`config.mk`:
```
export PLATFORM = sky130hd
export DESIGN_NAME = pulse_width_command_transmitter
export DESIGN_NICKNAME = d
export VERILOG_FILES = /design/src/rtl/pwct_pkg.sv /design/src/rtl/pwct_ram.sv /design/src/rtl/pwct_queue.sv /design/src/rtl/pwct_seq.sv /design/src/rtl/pulse_width_command_transmitter.sv
export VERILOG_INCLUDE_DIRS = /design/src /design/src/rtl
export SDC_FILE = /design/constraint.sdc
export NUM_CORES = 1
export LEC_CHECK = 0
export ABC_AREA = 0
export ABC_CLOCK_PERIOD_IN_PS = 8930
export BUFFER_PORTS_ARGS = -buffer_cell sky130_fd_sc_hd__clkbuf_2
export CAP_MARGIN = 20
export CORE_UTILIZATION = 45
export DETAILED_ROUTE_END_ITERATION = 12
export GPL_ROUTABILITY_DRIVEN = 0
export SETUP_SLACK_MARGIN = 0.4
export SLEW_MARGIN = 15
export SYNTH_ARGS = -nofsm -noshare
export SYNTH_HDL_FRONTEND = slang
export SYNTH_SLANG_ARGS = --single-unit
```
`constraint.sdc`:
```
create_clock -name clock -period 8.93 [get_ports clock]
set_input_delay 0.893 -clock clock [delete_from_list [all_inputs] [get_ports clock]]
set_output_delay 0.893 -clock clock [all_outputs]
set_load 0.005 [all_outputs]
```
`src/rtl/pulse_width_command_transmitter_assert.svh`:
```
// ---------------------------------------------------------------------------
// Pulse width command transmitter assertion macros
// Concurrent assertion helpers, used by the queue module. They compile to
// nothing when SYNTHESIS is defined.
// ---------------------------------------------------------------------------
`ifndef PULSE_WIDTH_COMMAND_TRANSMITTER_ASSERT_SVH
`define PULSE_WIDTH_COMMAND_TRANSMITTER_ASSERT_SVH
`ifndef SYNTHESIS
`define PWCT_ASSERT(label, prop, msg) \
   label: assert property (@(posedge clock) disable iff (reset) (prop)) else $error(msg);
`define PWCT_ASSERT_NEXT(label, pre, post, msg) \
   label: assert property (@(posedge clock) disable iff (reset) (pre) |=> (post)) \
      else $error(msg);
`else
`define PWCT_ASSERT(label, prop, msg)
`define PWCT_ASSERT_NEXT(label, pre, post, msg)
`endif
`endif

```
`src/rtl/pwct_pkg.sv`:
```
// ---------------------------------------------------------------------------
// Pulse width command transmitter package
// Shared constants, codes, types and helper functions.
// ---------------------------------------------------------------------------
`default_nettype none

package pwct_pkg;

   localparam int QUEUE_DEPTH = 8;
   localparam int FRAME_BITS  = 13;

   localparam int WORD_W    = 13;
   localparam int CNT_W     = 16;
   localparam int QPTR_W    = (QUEUE_DEPTH > 1) ? $clog2(QUEUE_DEPTH) : 1;
   localparam int FILL_W    = $clog2(QUEUE_DEPTH + 1);
   localparam int BIT_IDX_W = $clog2(FRAME_BITS + 1);

   localparam int CSR_ADDR_W = 4;
   localparam int CSR_DATA_W = 32;

   localparam logic [CNT_W-1:0] HIGH_SAMPLES      = 16'd441;
   localparam logic [CNT_W-1:0] LOW_SAMPLES       = 16'd19;
   localparam logic [CNT_W-1:0] BIT_SAMPLES       = 16'd45;
   localparam logic [CNT_W-1:0] SHORT_BIT_SAMPLES = 16'd34;
   localparam logic [CNT_W-1:0] TICK_MAX          = 16'hFFFF;
   localparam int               SHORT_BIT_INDEX   = 2;

   localparam logic [1:0] REG_ALLOW_NO_RX = 2'd0;
   localparam logic [1:0] REG_HOLDOFF_TX  = 2'd1;
   localparam logic [1:0] REG_HOLDOFF_RX  = 2'd2;
   localparam logic [1:0] REG_TAIL_TICKS  = 2'd3;

   typedef enum logic [1:0] {
      CMD_TICK     = 2'd0,
      CMD_ENQUEUE  = 2'd1,
      CMD_RECEIVE  = 2'd2,
      CMD_RESERVED = 2'd3
   } cmd_type;

   typedef struct packed {
      logic             allow_no_rx;
      logic [CNT_W-1:0] holdoff_tx;
      logic [CNT_W-1:0] holdoff_rx;
      logic [CNT_W-1:0] tail_ticks;
   } cfg_type;

   typedef struct packed {
      logic              valid;
      logic [WORD_W-1:0] word;
   } load_type;

   typedef struct packed {
      logic              line_level;
      logic              driver_enable;
      logic              busy;
      logic              sent_done;
      logic [WORD_W-1:0] sent_word;
   } tx_result_type;

   function automatic logic [CNT_W-1:0] bit_samples(input logic [BIT_IDX_W-1:0] idx);
      logic [CNT_W-1:0] samples;
      samples = (idx == BIT_IDX_W'(SHORT_BIT_INDEX)) ? SHORT_BIT_SAMPLES : BIT_SAMPLES;
      return samples;
   endfunction

endpackage

`default_nettype wire

```
`src/rtl/pwct_ram.sv`:
```
// ---------------------------------------------------------------------------
// Generic single-clock RAM
// One write port and one read port with registered read data.
// ---------------------------------------------------------------------------
`default_nettype none

module pwct_ram #(
   parameter int WIDTH = 8,
   parameter int DEPTH = 8
) (
   input  logic                                        clock,
   input  logic                                        wr_en,
   input  logic [((DEPTH > 1) ? $clog2(DEPTH) : 1)-1:0] wr_addr,
   input  logic [WIDTH-1:0]                            wr_data,
   input  logic                                        rd_en,
   input  logic [((DEPTH > 1) ? $clog2(DEPTH) : 1)-1:0] rd_addr,
   output logic [WIDTH-1:0]                            rd_data
);

   logic [WIDTH-1:0] mem_ff [DEPTH];
   logic [WIDTH-1:0] rd_data_ff;

   always_ff @(posedge clock) begin
      if (wr_en) begin
         mem_ff[wr_addr] <= wr_data;
      end
      if (rd_en) begin
         rd_data_ff <= mem_ff[rd_addr];
      end
   end

   assign rd_data = rd_data_ff;

endmodule

`default_nettype wire

```
`src/rtl/pwct_queue.sv`:
```
// ---------------------------------------------------------------------------
// Command word queue
// Circular queue of command words held in a RAM, with head and fill
// registers. A pop reads the head entry, which arrives in the next cycle.
// ---------------------------------------------------------------------------
`default_nettype none
`include "pulse_width_command_transmitter_assert.svh"

module pwct_queue (
   input  logic                         clock,
   input  logic                         reset,
   input  logic                         enq,
   input  logic [pwct_pkg::WORD_W-1:0]  enq_word,
   input  logic                         pop,
   output logic                         nonempty,
   output logic                         enq_ok,
   output logic [pwct_pkg::FILL_W-1:0]  count,
   output pwct_pkg::load_type           load
);
   import pwct_pkg::*;

   logic [QPTR_W-1:0] head_ff;
   logic [QPTR_W-1:0] head_in;
   logic [FILL_W-1:0] fill_ff;
   logic [FILL_W-1:0] fill_in;
   logic              load_valid_ff;
   logic [QPTR_W:0]   slot_sum;
   logic [QPTR_W-1:0] wr_slot;
   logic [WORD_W-1:0] rd_word;

   always_comb begin
      enq_ok   = enq && (fill_ff < FILL_W'(QUEUE_DEPTH));
      nonempty = (fill_ff != '0);
      slot_sum = {1'b0, head_ff} + (QPTR_W + 1)'(fill_ff);
      if (slot_sum >= (QPTR_W + 1)'(QUEUE_DEPTH)) begin
         wr_slot = QPTR_W'(slot_sum - (QPTR_W + 1)'(QUEUE_DEPTH));
      end else begin
         wr_slot = slot_sum[QPTR_W-1:0];
      end
      head_in = head_ff;
      fill_in = fill_ff;
      if (pop) begin
         head_in = (head_ff == QPTR_W'(QUEUE_DEPTH - 1)) ? '0 : head_ff + 1'b1;
         fill_in = fill_ff - 1'b1;
      end else if (enq_ok) begin
         fill_in = fill_ff + 1'b1;
      end
      count      = fill_in;
      load.valid = load_valid_ff;
      load.word  = rd_word;
   end

   always_ff @(posedge clock) begin
      if (reset) begin
         head_ff       <= '0;
         fill_ff       <= '0;
         load_valid_ff <= 1'b0;
      end else begin
         head_ff       <= head_in;
         fill_ff       <= fill_in;
         load_valid_ff <= pop;
      end
   end

   pwct_ram #(
      .WIDTH (WORD_W),
      .DEPTH (QUEUE_DEPTH)
   ) u_ram (
      .clock   (clock),
      .wr_en   (enq_ok),
      .wr_addr (wr_slot),
      .wr_data (enq_word),
      .rd_en   (pop),
      .rd_addr (head_ff),
      .rd_data (rd_word)
   );

   `PWCT_ASSERT(a_fill_bound, fill_ff <= FILL_W'(QUEUE_DEPTH), "queue fill exceeds depth")
   `PWCT_ASSERT(a_pop_nonempty, !pop || (fill_ff != '0), "pop from an empty queue")
   `PWCT_ASSERT(a_pop_enq_excl, !(pop && enq), "pop and enqueue in the same cycle")
   `PWCT_ASSERT_NEXT(a_fill_stable, !pop && !enq_ok, fill_ff == $past(fill_ff), "fill moved without cause")

endmodule

`default_nettype wire

```
`src/rtl/pwct_seq.sv`:
```
// ---------------------------------------------------------------------------
// Transmit sequencer
// Holdoff tracking, start decision and the phase, sample and bit counters
// that shape the pulse train on the line.
// ---------------------------------------------------------------------------
`default_nettype none

module pwct_seq (
   input  logic                    clock,
   input  logic                    reset,
   input  logic                    item_valid,
   input  pwct_pkg::cmd_type       item_cmd,
   input  pwct_pkg::cfg_type       cfg,
   input  logic                    queue_nonempty,
   input  pwct_pkg::load_type      load,
   output logic                    start,
   output pwct_pkg::tx_result_type result
);
   import pwct_pkg::*;

   typedef enum logic [2:0] {
      PH_IDLE,
      PH_HIGH,
      PH_LOW,
      PH_BITS,
      PH_TAIL
   } phase_type;

   phase_type          phase_ff, phase_in, cur_phase;
   logic [CNT_W-1:0]   count_ff, count_in, cur_count, count_dec;
   logic [BIT_IDX_W-1:0] bit_idx_ff, bit_idx_in, cur_bit, bit_next;
   logic [WORD_W-1:0]  shift_ff, shift_in;
   logic [WORD_W-1:0]  active_ff, active_in;
   logic [CNT_W-1:0]   tx_ticks_ff, tx_ticks_in, tx_ticks_sat;
   logic [CNT_W-1:0]   rx_ticks_ff, rx_ticks_in, rx_ticks_sat;
   logic               seen_ff, seen_in;
   logic               tick;
   logic               may_start;

   always_comb begin
      tick = item_valid && (item_cmd == CMD_TICK);
      tx_ticks_sat = (tx_ticks_ff == TICK_MAX) ? tx_ticks_ff : tx_ticks_ff + 1'b1;
      rx_ticks_sat = (rx_ticks_ff == TICK_MAX) ? rx_ticks_ff : rx_ticks_ff + 1'b1;
      may_start = queue_nonempty && (cfg.allow_no_rx || seen_ff)
                  && (tx_ticks_sat >= cfg.holdoff_tx)
                  && (!seen_ff || (rx_ticks_sat >= cfg.holdoff_rx));
      start     = tick && (phase_ff == PH_IDLE) && may_start;
      cur_phase = start ? PH_HIGH : phase_ff;
      cur_count = start ? HIGH_SAMPLES : count_ff;
      cur_bit   = start ? '0 : bit_idx_ff;
      count_dec = (cur_count != '0) ? cur_count - 1'b1 : cur_count;
      bit_next  = cur_bit + 1'b1;

      phase_in    = phase_ff;
      count_in    = count_ff;
      bit_idx_in  = bit_idx_ff;
      shift_in    = shift_ff;
      active_in   = active_ff;
      tx_ticks_in = tx_ticks_ff;
      rx_ticks_in = rx_ticks_ff;
      seen_in     = seen_ff;
      result      = '0;

      if (load.valid) begin
         active_in = load.word;
         shift_in  = load.word;
      end

      if (tick) begin
         tx_ticks_in = tx_ticks_sat;
         rx_ticks_in = rx_ticks_sat;
         if (cur_phase != PH_IDLE) begin
            result.driver_enable = 1'b1;
            result.busy          = 1'b1;
            result.line_level    = (cur_phase == PH_HIGH)
                                   || ((cur_phase == PH_BITS) && shift_ff[WORD_W-1]);
            phase_in   = cur_phase;
            count_in   = count_dec;
            bit_idx_in = cur_bit;
            if (count_dec == '0) begin
               case (cur_phase)
                  PH_HIGH: begin
                     phase_in = PH_LOW;
                     count_in = LOW_SAMPLES;
                  end
                  PH_LOW: begin
                     phase_in   = PH_BITS;
                     bit_idx_in = '0;
                     count_in   = bit_samples('0);
                  end
                  PH_BITS: begin
                     bit_idx_in = bit_next;
                     shift_in   = {shift_ff[WORD_W-2:0], 1'b0};
                     if (bit_next >= BIT_IDX_W'(FRAME_BITS)) begin
                        if (cfg.tail_ticks == '0) begin
                           phase_in         = PH_IDLE;
                           count_in         = '0;
                           tx_ticks_in      = '0;
                           result.sent_done = 1'b1;
                           result.sent_word = active_ff;
                        end else begin
                           phase_in = PH_TAIL;
                           count_in = cfg.tail_ticks;
                        end
                     end else begin
                        count_in = bit_samples(bit_next);
                     end
                  end
                  PH_TAIL: begin
                     phase_in         = PH_IDLE;
                     count_in         = '0;
                     tx_ticks_in      = '0;
                     result.sent_done = 1'b1;
                     result.sent_word = active_ff;
                  end
                  default: begin
                     phase_in = PH_IDLE;
                  end
               endcase
            end
         end
      end else if (item_valid) begin
         if (item_cmd == CMD_RECEIVE) begin
            seen_in     = 1'b1;
            rx_ticks_in = '0;
         end
         result.driver_enable = (phase_ff != PH_IDLE);
         result.busy          = (phase_ff != PH_IDLE);
      end
   end

   always_ff @(posedge clock) begin
      shift_ff  <= shift_in;
      active_ff <= active_in;
      if (reset) begin
         phase_ff    <= PH_IDLE;
         count_ff    <= '0;
         bit_idx_ff  <= '0;
         tx_ticks_ff <= '0;
         rx_ticks_ff <= '0;
         seen_ff     <= 1'b0;
      end else begin
         phase_ff    <= phase_in;
         count_ff    <= count_in;
         bit_idx_ff  <= bit_idx_in;
         tx_ticks_ff <= tx_ticks_in;
         rx_ticks_ff <= rx_ticks_in;
         seen_ff     <= seen_in;
      end
   end

endmodule

`default_nettype wire

```
`src/rtl/pulse_width_command_transmitter.sv`:
```
// ---------------------------------------------------------------------------
// Pulse width command transmitter
// Queues command words and sends them as pulse-width frames on sample ticks.
// ---------------------------------------------------------------------------
// Each request word carries a command: a sample tick, an enqueue of a
// command word, or a frame received notice. Every accepted request word
// produces exactly one response word with the line level and driver enable
// for that sample, busy status, enqueue status, the finished word on the
// tick that ends a transmission, and the queue fill after the request.
// The response is registered and appears in the cycle after acceptance;
// one request word is accepted every cycle while the response side keeps
// up; the single output register sets that figure. When the receiver stalls,
// the output register holds its word and the request side is accepted again
// only in the cycle the response is taken. Queued words live in a RAM read
// as a transmission starts, long before the first bit is driven. Reset
// empties the queue, ends any transmission, clears the tick counters and
// restores the register defaults; no clearing pass is needed. The CSR port
// is an APB-style slave with four 32-bit registers at byte offsets 0, 4, 8
// and 12; the user must write them only while the block is idle, unenforced.
// ---------------------------------------------------------------------------
`default_nettype none

module pulse_width_command_transmitter (
   input  logic                              clock,
   input  logic                              reset,
   input  logic                              req_valid,
   output logic                              req_ready,
   input  logic [1:0]                        req_command,
   input  logic [pwct_pkg::WORD_W-1:0]       req_command_word,
   output logic                              rsp_valid,
   input  logic                              rsp_ready,
   output logic                              rsp_line_level,
   output logic                              rsp_driver_enable,
   output logic                              rsp_busy_res,
   output logic                              rsp_enqueue_ok,
   output logic                              rsp_sent_done,
   output logic [pwct_pkg::WORD_W-1:0]       rsp_sent_word,
   output logic [pwct_pkg::FILL_W-1:0]       rsp_queue_count,
   input  logic                              csr_psel,
   input  logic                              csr_penable,
   input  logic                              csr_pwrite,
   input  logic [pwct_pkg::CSR_ADDR_W-1:0]   csr_paddr,
   input  logic [pwct_pkg::CSR_DATA_W-1:0]   csr_pwdata,
   output logic [pwct_pkg::CSR_DATA_W-1:0]   csr_prdata,
   output logic                              csr_pready
);
   import pwct_pkg::*;

   cfg_type            cfg_ff;
   cfg_type            cfg_in;
   logic               csr_write;
   logic [1:0]         csr_index;
   logic               accept;
   cmd_type            item_cmd;
   logic               queue_nonempty;
   logic               enq_ok;
   logic [FILL_W-1:0]  queue_count;
   load_type           load;
   logic               start;
   tx_result_type      result;
   logic               rsp_valid_ff;
   logic               line_level_ff;
   logic               driver_enable_ff;
   logic               busy_ff;
   logic               enqueue_ok_ff;
   logic               sent_done_ff;
   logic [WORD_W-1:0]  sent_word_ff;
   logic [FILL_W-1:0]  queue_count_ff;

   assign csr_pready = 1'b1;
   assign csr_write  = csr_psel && csr_penable && csr_pwrite && csr_pready;
   assign csr_index  = csr_paddr[CSR_ADDR_W-1:2];

   always_comb begin
      cfg_in = cfg_ff;
      if (csr_write) begin
         case (csr_index)
            REG_ALLOW_NO_RX: cfg_in.allow_no_rx = csr_pwdata[0];
            REG_HOLDOFF_TX:  cfg_in.holdoff_tx  = csr_pwdata[CNT_W-1:0];
            REG_HOLDOFF_RX:  cfg_in.holdoff_rx  = csr_pwdata[CNT_W-1:0];
            REG_TAIL_TICKS:  cfg_in.tail_ticks  = csr_pwdata[CNT_W-1:0];
            default:         cfg_in = cfg_ff;
         endcase
      end
   end

   always_comb begin
      case (csr_index)
         REG_ALLOW_NO_RX: csr_prdata = CSR_DATA_W'(cfg_ff.allow_no_rx);
         REG_HOLDOFF_TX:  csr_prdata = CSR_DATA_W'(cfg_ff.holdoff_tx);
         REG_HOLDOFF_RX:  csr_prdata = CSR_DATA_W'(cfg_ff.holdoff_rx);
         REG_TAIL_TICKS:  csr_prdata = CSR_DATA_W'(cfg_ff.tail_ticks);
         default:         csr_prdata = '0;
      endcase
   end

   assign req_ready = !rsp_valid_ff || rsp_ready;
   assign accept    = req_valid && req_ready;
   assign item_cmd  = cmd_type'(req_command);

   pwct_queue u_queue (
      .clock    (clock),
      .reset    (reset),
      .enq      (accept && (item_cmd == CMD_ENQUEUE)),
      .enq_word (req_command_word),
      .pop      (start),
      .nonempty (queue_nonempty),
      .enq_ok   (enq_ok),
      .count    (queue_count),
      .load     (load)
   );

   pwct_seq u_seq (
      .clock          (clock),
      .reset          (reset),
      .item_valid     (accept),
      .item_cmd       (item_cmd),
      .cfg            (cfg_ff),
      .queue_nonempty (queue_nonempty),
      .load           (load),
      .start          (start),
      .result         (result)
   );

   always_ff @(posedge clock) begin
      if (accept) begin
         line_level_ff    <= result.line_level;
         driver_enable_ff <= result.driver_enable;
         busy_ff          <= result.busy;
         enqueue_ok_ff    <= enq_ok;
         sent_done_ff     <= result.sent_done;
         sent_word_ff     <= result.sent_word;
         queue_count_ff   <= queue_count;
      end
      if (reset) begin
         cfg_ff.allow_no_rx <= 1'b0;
         cfg_ff.holdoff_tx  <= 16'd10000;
         cfg_ff.holdoff_rx  <= 16'd2000;
         cfg_ff.tail_ticks  <= 16'd1000;
         rsp_valid_ff       <= 1'b0;
      end else begin
         cfg_ff <= cfg_in;
         if (accept) begin
            rsp_valid_ff <= 1'b1;
         end else if (rsp_ready) begin
            rsp_valid_ff <= 1'b0;
         end
      end
   end

   assign rsp_valid         = rsp_valid_ff;
   assign rsp_line_level    = line_level_ff;
   assign rsp_driver_enable = driver_enable_ff;
   assign rsp_busy_res      = busy_ff;
   assign rsp_enqueue_ok    = enqueue_ok_ff;
   assign rsp_sent_done     = sent_done_ff;
   assign rsp_sent_word     = sent_word_ff;
   assign rsp_queue_count   = queue_count_ff;

endmodule

`default_nettype wire

```
==> results of run 1 <==
## worst reg2reg max path, cell delays in order (launching register included)
cell	delay, ns
dfxtp_1	0.46
and4_1	0.26
nand4_1	0.20
or4_1	0.69
nand4_1	0.32
or3_1	0.17
nor2_1	0.05
or2_2	0.30
ha_1	0.30
nand2_1	0.07
nor3_1	0.24
o2111ai_1	0.21
a31oi_1	0.77
nand2_1	0.31
nand2_1	0.14
ha_1	0.33
or3b_2	0.49
a21oi_1	0.14
o311ai_0	0.16
a21oi_1	0.30
o2111ai_2	0.24
or4b_1	0.59
buf_4	0.26
o21ai_0	0.47
o21ai_0	0.14
## metrics by stage
| step | hold slack (ns) | cells | util | cell area (um2) |
|---|---|---|---|---|
| after floorplan | 0.420 | 1312 | - | 13700 |
| after global placement | 0.438 | 1714 | 0.482 | 14300 |
| after detailed placement | 0.434 | 1714 | 0.482 | 14300 |
| after CTS | 0.446 | 1770 | 0.516 | 15300 |
| after global routing | 0.471 | 1773 | 0.517 | 15400 |
| final | 0.450 | 1773 | 0.517 | 15400 |
## cells in the mapped netlist, types with 4 or more instances
cell / number
a211oi_1: 6
a21boi_0: 4
a21oi_1: 83
a22o_1: 16
a22oi_1: 10
a31oi_1: 11
and2_1: 25
and3_1: 11
and4_1: 5
buf_1: 8
buf_4: 18
clkbuf_1: 57
dfxtp_1: 127
edfxtp_1: 151
ha_1: 43
inv_1: 61
mux2_2: 32
mux2_4: 9
mux4_2: 27
nand2_1: 188
nand2b_1: 8
nand3_1: 32
nand4_1: 18
nor2_1: 83
nor2b_1: 5
nor3_1: 33
nor3b_1: 4
nor4_1: 16
o211ai_1: 21
o21a_1: 8
o21ai_0: 50
o221ai_1: 11
o31a_1: 4
or2_2: 12
or3_1: 15
or4_1: 4
xnor2_1: 17
xor2_1: 5
## area by class of cell
| class | instances | area [um2] | share of cell area |
|---|---|---|---|
| sequential | 278 | 7080 | 0.461 |
| multi-input combinational | 885 | 5970 | 0.389 |
| clock buffer | 45 | 857 | 0.0558 |
| timing repair buffer | 103 | 583 | 0.0380 |
| tap | 390 | 488 | 0.0318 |
| inverter | 61 | 229 | 0.0149 |
| clock inverter | 11 | 158 | 0.0103 |
## sequential cells by signal, summed over array words and instances, names as in the netlist, 3 cells and up
name,cells
rsp_sent_word,13
u_queue.head_ff,3
u_seq.active_ff,13
u_queue.u_ram.rd_data,13
u_seq.rx_ticks_ff,16
cfg_ff,49
u_queue.fill_ff,4
u_queue.u_ram.mem_ff,104
rsp_queue_count,4
u_seq.bit_idx_ff,4
u_seq.shift_ff,13
u_seq.tx_ticks_ff,16
u_seq.count_ff,16
u_seq.phase_ff,3
## final timing paths
kind	cells after the start	end
setup / recovery	24	u_seq.tx_ticks_ff[13]
hold / removal	0	u_seq.active_ff[8]
setup reg to reg	24	u_seq.tx_ticks_ff[13]
hold reg to reg	0	u_seq.active_ff[8]
## report_power, final
part           switching (uW)  leakage (uW)  internal (uW)
registers                10.1       0.00241           1360
clock network             510      0.000495            751
logic                    86.2       0.00280           43.3
## metal layers
layer,GRT usage,vias to the layer above,part of all wire
met3,0.0251,46,0.051
met1,0.309,4793,0.48
met5,0,-,0
met2,0.324,305,0.45
met4,0.0587,0,0.021
li1,-,4848,-
## logic make-up after synthesis
group | count (synthesis)
and+or+nand+nor | 471
DFF | 278
AOI/OAI and AO/OA | 261
buffers and inverters | 149
muxes | 70
adders and majority gates | 44
xor gates and xnor gates | 22
other | 2
==> results.md, run 1 <==
- Remaining antenna violation count: 0
- Tmin final: 7.77 ns
- Post-CTS Hold Buffers: 0
- Worst path cell trace: and4_1 > nand4_1 > or4_1 > nand4_1 > or3_1 > nor2_1 > or2_2 > ha_1 > nand2_1 > nor3_1 > o2111ai_1 > a31oi_1 > nand2_1 > nand2_1 > ha_1 > or3b_2 > a21oi_1 > o311ai_0 > a21oi_1 > o2111ai_2 > or4b_1 > buf_4 > o21ai_0 > o21ai_0
- WP data arrival: 8.22 ns
- Setup ws final: 1.16 ns
- VDD IR max: 0.000149 V
- Setup TNS Final: 0 ns
- Setup violators final: 0
- Post-synth EDFFs: 151
- Commonest non-fill, non-tap cell in the layout: nand2_1
- Bufs on Longest Clock Path: 3
- Post-synth top area cell: edfxtp_1
- Initial Util: 0.458
- CP Max Fanout: 24
- Synth Cell Area: 13600 um2
- Worst setup SP type: flip-flop
- Slew at the pin closest to its max-slew limit: 0.992 ns
- Crit path required time: 9.37 ns
- Syn_area_per_cell: 10.5 um2
- CP max stage delay: 0.77 ns
- Cell family with most CP delay: simple AND/OR/NAND/NOR gates
- NumNets Final: 1461
- Final Hold Vio Count: 0
- Total grt overflow: 0
- Largest net degree at the start of global routing: 40
- Reg clk slew, reported paths: 0.06 ns
- Worst slack, placed: 1.36 ns
- Pwr per Cell Area: 180 nW/um2
- Die width: 176 um
- Routed wire length: 32400 um
- Worst Clk Skew: 0.0172 ns
- # DRC: 0
- Post-synthesis mux area share: 0.0826
- N_diodes: 0
- HPWL Detailed: 22200 um
- Initial DRC count: 691
- Number of setup buffers added after CTS: 0
- First-pass GRT wire length: 51000 um
- Synth Flop Type: edfxtp_1
- Combinational family with the most area after synthesis: simple AND/OR/NAND/NOR gates
- Most frequent cells in the layout: 188 x nand2_1, 151 x edfxtp_1, 125 x dfxtp_1
- Crit-path slowest cell: a31oi_1
- I/O pins: 115
- All-Layer GR Usage: 0.209
- Crit end category: flip-flop
- Core area: 29700 um2
- CP Class: reg -> reg
- Cell mode on critical path: nand2_1
- Share of cells above drive strength 1: 0.183
- Sink Count: 278
- Tot Pwr: 2760 uW
- Post-Synth Simple-Gate Area: 0.166
- CTS tree: built
- Crit. Startpoint: u_seq.tx_ticks_ff[3]
- Vias/cell: 5.64
- H-tree Lvls: 1
- PortBufs: 79
- Worst R2R Setup Slack: 1.16 ns
- Max-cap violation count: 0
- Syn Inst Count: 1297
- Detailed Routing Iterations Pass 1: 5
- CTS buffer count: 30
- P&R area growth vs syn: 12.9%
- Synth Area in Adders: 0.0410
- Status: finished, final reports clean
- Row count: 63
- CTS root buf: clkbuf_16
- CP bufs+invs: 1
- Top cell type's share of synthesized area: 0.333
- Xor/xnor share of the synthesized area: 0.0142
- Worst relative slew slack: 0.338
- Post-cts sizing count: 0
- RSZ-0062 raised after global routing: false
- Distinct cells, synth: 73
- Ranking of synthesized cells by area: edfxtp_1 33%, dfxtp_1 19%, nand2_1 5.2%
- Later-pin clock latency in the skew report: 0.58 ns
- Via count: 9992
- Min-delay worst type: reg -> reg
- Synth Warn #: 0
- Leakage: 0.00570 uW
- Reg-to-Reg Start: u_seq.tx_ticks_ff[3]
- Flip-flop and latch count after synthesis: 278
- Number of global-route vias before repair: 9282
- Final worst path period share: 0.870
- Die ar.: 30900 um2
- Compound-gate portion of the synthesized area: 0.128
- Async set-reset flop share out of synthesis: 0
- Max Clk Rate: 129 MHz
- Sequential area share after synthesis: 0.520
- Fill cells: 2648
- Hold Startpoint: u_queue.u_ram.rd_data[8]
- Antenna violations before repair: 0
- Slew Limit Fails: 0
- Die height: 176 um
- WL/cell: 18.3 um
(Power assumes the default switching activity.)
==> run 2: changes to the inputs <==
--- a/config.mk
+++ b/config.mk
@@ -12,8 +12,9 @@
 export CAP_MARGIN = 20
 export CORE_UTILIZATION = 45
+export CTS_CLUSTER_DIAMETER = 50
 export DETAILED_ROUTE_END_ITERATION = 12
 export GPL_ROUTABILITY_DRIVEN = 0
 export SETUP_SLACK_MARGIN = 0.4
-export SLEW_MARGIN = 15
+export SLEW_MARGIN = 20
 export SYNTH_ARGS = -nofsm -noshare
 export SYNTH_HDL_FRONTEND = slang
==> constraint.sdc (replaced) <==
create_clock -name clock -period 8.93 [get_ports clock]
set_input_delay 2.2325 -clock clock [delete_from_list [all_inputs] [get_ports clock]]
set_output_delay 2.2325 -clock clock [all_outputs]
set_load 0.005 [all_outputs]
==> results.md, run 2 (synthesis gave the netlist of run 1 again) <==
- Status: finished, final reports clean
- CP Class: reg -> reg
- Worst path cell trace: nand4_1 > nor4_1 > nand4_1 > o21ai_0 > nor3_1 > xnor2_1 > ha_1 > and4_1 > nand2_1 > a2111o_1 > nand3_1 > nand2_1 > nand2_1 > ha_1 > nor4b_1 > nand4_1 > a21oi_1 > and4_1 > o2111ai_2 > or4b_1 > buf_4 > nor3_2 > and2_1
- Reg clk slew, reported paths: 0.06 ns
- Grt met3 use: 0.0346
- Tmin final: 7.80 ns
- Crit-path slowest cell: nor3_2
- WP data arrival: 8.17 ns
- RSZ-0062 raised after global routing: false
- Row count: 63
- Max Clk Rate: 128 MHz
- # DRC: 0
- Min-delay worst type: reg -> reg
- Vias/cell: 5.62
- All-Layer GR Usage: 0.213
- Setup violators final: 0
- Commonest non-fill, non-tap cell in the layout: nand2_1
- Number of setup buffers added after CTS: 0
- Sw power: 638 uW
- Fin area: 15500 um2
- Die width: 176 um
- Final Hold Vio Count: 0
- Total grt overflow: 0
- Max-cap violation count: 0
- NumNets Final: 1463
- CP Max Fanout: 24
- Reg-to-Reg Start: u_seq.rx_ticks_ff[2]
- Grt met2 use: 0.329
- Clock share of power: 0.482
- PortBufs: 79
- Hold WS: 0.451 ns
- Worst slack, placed: 1.21 ns
- P&R area growth vs syn: 13.7%
- Post-CTS Hold Buffers: 0
- Fill cells: 2644
- HPWL Detailed: 22400 um
- CTS buffer count: 36
- Setup ws final: 1.13 ns
- CP max stage delay: 0.71 ns
- Via count: 9965
- Final Util: 0.521
- WL/cell: 18.6 um
- Placed Area: 14300 um2
- Antenna violations before repair: 0
- H-tree Lvls: 2
- Number of flip-flops in the largest register: 104
- Slew at the pin closest to its max-slew limit: 0.965 ns
- Pwr per Cell Area: 188 nW/um2
- Cell internal pwr: 2270 uW
- Sw Share: 0.220
- Leakage: 0.00575 uW
- Remaining antenna violation count: 0
- Core area: 29700 um2
- Setup TNS Final: 0 ns
- Initial Util: 0.458
- CTS tree: built
- Global route hottest layer: met2
- Biggest register: u_queue.u_ram.mem_ff
- Hold Startpoint: u_queue.u_ram.rd_data[5]
- Sink Count: 278
- Post-cts sizing count: 0
- Crit. Startpoint: u_seq.rx_ticks_ff[2]
- Worst Clk Skew: 0.0164 ns
- Largest net degree at the start of global routing: 70
- Crit end category: flip-flop
- VDD IR max: 0.000155 V
- Worst relative slew slack: 0.352
- Worst setup SP type: flip-flop
- Flop pwr share: 0.473
- Initial DRC count: 799
- Most frequent cells in the layout: 188 x nand2_1, 151 x edfxtp_1, 124 x dfxtp_1
- Share of cells above drive strength 1: 0.187
- Routed wire length: 32900 um
- Detailed Routing Iterations Pass 1: 5
- Slew Limit Fails: 0
- Die height: 176 um
- First-pass GRT wire length: 51500 um
- Final worst path period share: 0.873
- Comb pwr share: 0.045
- N_diodes: 0
- Number of global-route vias before repair: 9396
- Top Registers: u_queue.u_ram.mem_ff (104), cfg_ff (49)
- Die ar.: 30900 um2
- I/O pins: 115
- Bufs on Longest Clock Path: 3
- M1 GR Usage: 0.307
- CTS root buf: clkbuf_16
- Later-pin clock latency in the skew report: 0.52 ns
- Crit path required time: 9.31 ns
[run 2: cell count changes in the layout (fill, tap and decap cells not counted), moves of 2 or more]
cell and delta:
clkbuf_16 +6, buf_4 -3, clkbuf_1 -2, clkbuf_8 -2
[run 2: final timing paths]
check                                           to  slack [ns]  cells after the start
worst min-delay path            u_seq.active_ff[5]        0.45                      0
worst min register to register  u_seq.active_ff[5]        0.45                      0
worst max register to register    rsp_sent_word[0]        1.13                     23
worst max-delay path              rsp_sent_word[0]        1.13                     23
[run 2: final cells by class]
cell class	count	area [um2]	area share
clock buffer	47	972	0.0628
clock inverter	14	180	0.0116
inverter	61	229	0.0148
multi-input combinational	885	5980	0.386
sequential	278	7080	0.458
tap	390	488	0.0315
timing repair buffer	99	546	0.0353
[run 2: routing by layer]
layer | vias to the layer above | part of all wire
met5 | - | 0
met4 | 0 | 0.024
met3 | 54 | 0.055
met2 | 290 | 0.45
met1 | 4752 | 0.48
li1 | 4869 | -
[run 2: worst max-delay path: cells and delay by family (launching register included)]
family	cells	cell delay, ns
AND/OR/NAND/NOR	15	4.83
AO/OA/AOI/OAI	4	1.24
adder cells (fa/ha/maj)	2	0.61
flip-flops	1	0.51
buffers and inverters	1	0.26
XOR/XNOR	1	0.17
[run 2: power groups by stage]
stage | Sequential, uW | Combinational (uW) | Clock (uW)
after detailed placement | 1400 | 129 | 0
final | 1370 | 130 | 1400
after global placement | 1400 | 127 | 0
after CTS | 1370 | 129 | 1430
after global routing | 1370 | 142 | 1470
after floorplan | 1400 | 78.3 | 0
[run 2: per-stage QoR]
step	instances	power, uW
detailed placement	1712	1530
floorplan	1312	1480
CTS	1773	2930
finish	1774	2900
global placement	1712	1530
global route	1774	2990
